<file path="src/hdl/mqmf_pkg.sv">
// ----------------------------------------------------------------------------
// mqmf_pkg
// Shared types, constants and helpers of the multi-queue message fifo.
// ----------------------------------------------------------------------------
`default_nettype none

package mqmf_pkg;

    localparam int MSG_W      = 64;
    localparam int QID_W      = 2;
    localparam int DEPTH_W    = 5;
    localparam int BYTES_W    = 4;
    localparam int REG_QUEUES = 4;
    localparam int CFG_IDX_W  = 3;
    localparam int CFG_DATA_W = 5;

    localparam logic [DEPTH_W-1:0] DEPTH_RESET = DEPTH_W'(16);
    localparam logic [BYTES_W-1:0] BYTES_RESET = BYTES_W'(8);

    // configuration register indexes
    localparam logic [CFG_IDX_W-1:0] REG_Q0_DEPTH = 3'd0;
    localparam logic [CFG_IDX_W-1:0] REG_Q1_DEPTH = 3'd1;
    localparam logic [CFG_IDX_W-1:0] REG_Q2_DEPTH = 3'd2;
    localparam logic [CFG_IDX_W-1:0] REG_Q3_DEPTH = 3'd3;
    localparam logic [CFG_IDX_W-1:0] REG_Q0_BYTES = 3'd4;
    localparam logic [CFG_IDX_W-1:0] REG_Q1_BYTES = 3'd5;
    localparam logic [CFG_IDX_W-1:0] REG_Q2_BYTES = 3'd6;
    localparam logic [CFG_IDX_W-1:0] REG_Q3_BYTES = 3'd7;

    // operation codes
    localparam logic FUNC_PUT = 1'b0;
    localparam logic FUNC_GET = 1'b1;

    typedef struct packed {
        logic             func;
        logic [QID_W-1:0] queue_id;
        logic [MSG_W-1:0] message_in;
    } mqmf_in_t;

    typedef struct packed {
        logic             ok;
        logic [MSG_W-1:0] message_out;
    } mqmf_out_t;

    typedef enum logic [2:0] {
        ST_IDLE,
        ST_CHECK,
        ST_MOD,
        ST_WRITE,
        ST_READ,
        ST_FINISH
    } mqmf_state_t;

    typedef struct packed {
        logic load;
        logic check;
        logic mod_start;
        logic mod_step;
        logic mem_read;
        logic mem_write;
        logic out_load;
    } mqmf_cmd_t;

    typedef struct packed {
        logic pass;
        logic is_put;
        logic mod_last;
        logic out_busy;
    } mqmf_sts_t;

    function automatic logic [MSG_W-1:0] byte_mask(input logic [BYTES_W-1:0] nbytes);
        logic [MSG_W-1:0] m;
        m = '0;
        for (int i = 0; i < MSG_W / 8; i++) begin
            if (BYTES_W'(i) < nbytes) begin
                m[i*8 +: 8] = 8'hff;
            end
        end
        return m;
    endfunction

endpackage

`default_nettype wire

</file>
<file path="src/hdl/mqmf_ctrl.sv">
// ----------------------------------------------------------------------------
// mqmf_ctrl
// Sequencer: takes one operation, steps the datapath through check,
// slot remainder (puts only), memory access and result load; a failed check goes to result load.
// ----------------------------------------------------------------------------
`default_nettype none

module mqmf_ctrl (
    input  wire logic                aclk,
    input  wire logic                aresetn,
    input  wire logic                s_valid,
    output logic                     s_ready,
    input  wire mqmf_pkg::mqmf_sts_t sts,
    output mqmf_pkg::mqmf_cmd_t      cmd
);
    import mqmf_pkg::*;

    mqmf_state_t state_reg;
    mqmf_state_t state_next;

    always_ff @(posedge aclk) begin
        if (!aresetn) begin
            state_reg <= ST_IDLE;
        end else begin
            state_reg <= state_next;
        end
    end

    always_comb begin
        state_next = state_reg;
        cmd        = '0;
        s_ready    = 1'b0;
        unique case (state_reg)
            ST_IDLE: begin
                s_ready = 1'b1;
                if (s_valid) begin
                    cmd.load   = 1'b1;
                    state_next = ST_CHECK;
                end
            end
            ST_CHECK: begin
                cmd.check = 1'b1;
                if (!sts.pass) begin
                    state_next = ST_FINISH;
                end else if (sts.is_put) begin
                    cmd.mod_start = 1'b1;
                    state_next    = ST_MOD;
                end else begin
                    // read is issued and head/count move in the same cycle
                    cmd.mem_read = 1'b1;
                    state_next   = ST_READ;
                end
            end
            ST_MOD: begin
                cmd.mod_step = 1'b1;
                if (sts.mod_last) begin
                    state_next = ST_WRITE;
                end
            end
            ST_WRITE: begin
                cmd.mem_write = 1'b1;
                state_next    = ST_FINISH;
            end
            ST_READ: begin
                state_next = ST_FINISH;
            end
            ST_FINISH: begin
                if (!sts.out_busy) begin
                    cmd.out_load = 1'b1;
                    state_next   = ST_IDLE;
                end
            end
            default: begin
                state_next = ST_IDLE;
            end
        endcase
    end

endmodule

`default_nettype wire

</file>
<file path="config.mk">
export PLATFORM = sky130hd
export DESIGN_NAME = mqmf_ctrl
export DESIGN_NICKNAME = d
export VERILOG_FILES = /design/src/hdl/mqmf_pkg.sv /design/src/hdl/mqmf_ctrl.sv
export SDC_FILE = /design/constraint.sdc
export NUM_CORES = 1
export LEC_CHECK = 0
export BUFFER_PORTS_ARGS = -buffer_cell sky130_fd_sc_hd__buf_2
export CORE_AREA = 5 5 42 44
export CTS_BUF_LIST = sky130_fd_sc_hd__clkbuf_8
export DETAILED_ROUTE_END_ITERATION = 12
export DIE_AREA = 0 0 47 49
export PLACE_DENSITY_LB_ADDON = 0.08
export SETUP_SLACK_MARGIN = 0.3
export SKIP_LAST_GASP = 1
export SLEW_MARGIN = 20
export SYNTH_ARGS = -nofsm -noshare
export SYNTH_HDL_FRONTEND = slang
export SYNTH_SLANG_ARGS = --single-unit
</file>
<file path="constraint.sdc">
create_clock -name aclk -period 2.4 [get_ports aclk]
set_clock_uncertainty 0.05 [all_clocks]
set_input_delay 0.36 -clock aclk [delete_from_list [all_inputs] [get_ports aclk]]
set_output_delay 0.36 -clock aclk [all_outputs]
set_load 0.1 [all_outputs]
</file>
==> key figures <==
Synth
  – Library cells used by synthesis: 20
  – #FFs+latches synth: 3
  – Top-area cell type share of the netlist area: 25.9%
  – Largest area contributor in the netlist: dfxtp_1
  – Netlist Area Pre-Place: 231 um2
  – Syn nets: 40
  – Sequential cell area fraction in the yosys report: 25.9%
  – Yosys warning total: 0
  – Avg Inst Size Synth: 7.01 um2
  – Ranking of synthesized cells by area: dfxtp_1, nor2_1, nand2b_1
  – Cells after Synth: 33

GRT
  – Vias in the first global route: 256
  – Initial antenna violation count: 0
  – Tot GR Track Use: 6.41%
  – Largest net degree at the start of global routing: 12
  – Grt ovf: 0
  – First-pass GRT wire length: 1060 um

Finish
  – Final Cell Area: 394 um2
  – Share of layout cells above drive strength 1: 51.0%
  – Post-route insts no fill: 65
  – Most frequent cells in the layout: buf_2, nor2_1, nand2_1
  – Max reg flops: 3
  – Final nets: 57
  – Reg area: 61.3 um2
  – Commonest non-fill, non-tap cell in the layout: buf_2
  – Number of diodes: 0
  – Layout area overhead: 70.3%
  – Fill cells: 165
  – Area of the multi-input gates: 194 um2

Timing
  – Pins Over Slew Limit: 0
  – Setup Viol. Count Final: 0
  – Endpoints failing hold: 0
  – Worst slew margin: 63.6%
  – Max Fclk: 0.500 GHz
  – Minimum clock period: 2.00 ns
  – Setup TNS: 0 ns
  – RSZ-0062 raised after global routing: no
  – Actual slew at the worst max-slew pin: 0.545 ns
  – Fin crit share: 83.4%
  – Hold slack: 0.367 ns

CTS
  – Clock transition at path regs: 0.03 ns
  – Hold_buf cts: 0
  – Num CTS Buffers: 3
  – Root Driver: clkbuf_8
  – Sink Count: 3
  – H-tree Lvls: 1
  – Insertion delay to the later sink of the worst-skew pair: 0.21 ns
  – CTS Buffer Depth: 2
  – Post-CTS Setup Bufs: 0
  – CTS tree: done
  – CTS resizes: 0

Floorplanning
  – Row cnt: 14
  – Starting density of the core: 16.5%
  – Die area: 2300 um2
  – Placeable Area: 1400 um2
  – IO Count: 15
  – Chip width: 47 um
  – Die Y: 49 um

Critical path
  – WP data arrival: 1.59 ns
  – Reg2reg setup slack: 1.12 ns
  – Critical Path RT: 1.99 ns
  – Crit end category: primary output
  – Critical path startpoint category: flop
  – Critical path class: flop to primary output
  – Crit-path max FO: 8

Run status
  – Outcome: complete, no violations

Power and ir drop
  – Total chip power: 371 uW
  – Pwr Density: 941 nW/um2
  – Leakage power: 0.000177 uW
  – Peak VDD IR: 0.323 mV

Drt
  – DR vias: 279
  – Via-to-Cell Ratio: 4.29
  – Pre-Repair DR Iteration Count: 2
  – Final wirelength: 685 um
  – Drc violations: 0
  – Final ANT Viol Nets: 0
  – 1st-iter DRT viols: 2
  – WL/cell: 10.5 um

Placed design
  – DP Area: 349 um2
  – GP Congestion: 0.776
  – Dpl cells: 61
  – I/O Buffers: 14

Job
  – Max cap viols: 0

Min path
  – Type of the worst min-delay path: primary input to flop
==> worst max-delay path: stages, from the launching register on <==
cell and delay [ns]:
dfxtp_1 0.39, nand2b_1 0.29, nor4b_4 0.23, buf_2 0.46
==> worst paths after layout <==
path,start,endpoint,cells after the start
worst max-delay path,state_reg[1],cmd[2],3
worst min-delay path,aresetn,state_reg[0],2
worst max register to register,state_reg[2],state_reg[0],3
worst min register to register,state_reg[0],state_reg[2],2
==> kinds of logic after synthesis <==
group           share of synthesized area, %
buf+inv                                 9.73
simple gates                            45.9
flops                                   25.9
compound gates                          18.4
==> power by group <==
part	leakage [uW]	switching (uW)	internal, uW
registers	0.0000249	18.3	56.5
logic	0.000125	121	36.8
clock network	0.0000269	29.3	109
==> cell usage after synthesis, drive strengths merged <==
cell and n:
nor3b 1, o21ai 1, nor2 7, o32ai 1, inv 1, nor3 2, buf 2, and2 1
nor2b 1, nand3 1, nor4b 1, dfxtp 3, a21oi 1, a21boi 1, o32a 1, a31oi 1
nand2b 3, nand2 4
==> final cells by class <==
type / instances / area share (%)
Timing Repair Buffer: 14 / 17.8
Clock inverter: 1 / 0.952
Clock buffer: 3 / 10.5
Sequential cell: 3 / 15.6
Tap cell: 16 / 5.08
Inverter: 1 / 0.952
Multi-Input combinational cell: 27 / 49.2
==> metal layers <==
layer / wire, um / global-route usage [%] / vias up
met5: 0 / 0 / -
met4: 0 / 4.15 / 0
met3: 53 / 2.21 / 0
met2: 313 / 9.28 / 10
met1: 318 / 7.71 / 124
li1: - / - / 145
==> metrics by stage <==
| stage | utilization [%] | worst slack [ns] |
|---|---|---|
| 6_report | 28.1 | 0.399 |
| 5_1_grt | 28.1 | 0.322 |
| 4_1_cts | 28.1 | 0.399 |
| 3_5_place_dp | 24.9 | 0.630 |
| 3_3_place_gp | 24.9 | 0.652 |
| 2_1_floorplan | - | 0.169 |
(Power assumes the default switching activity.)
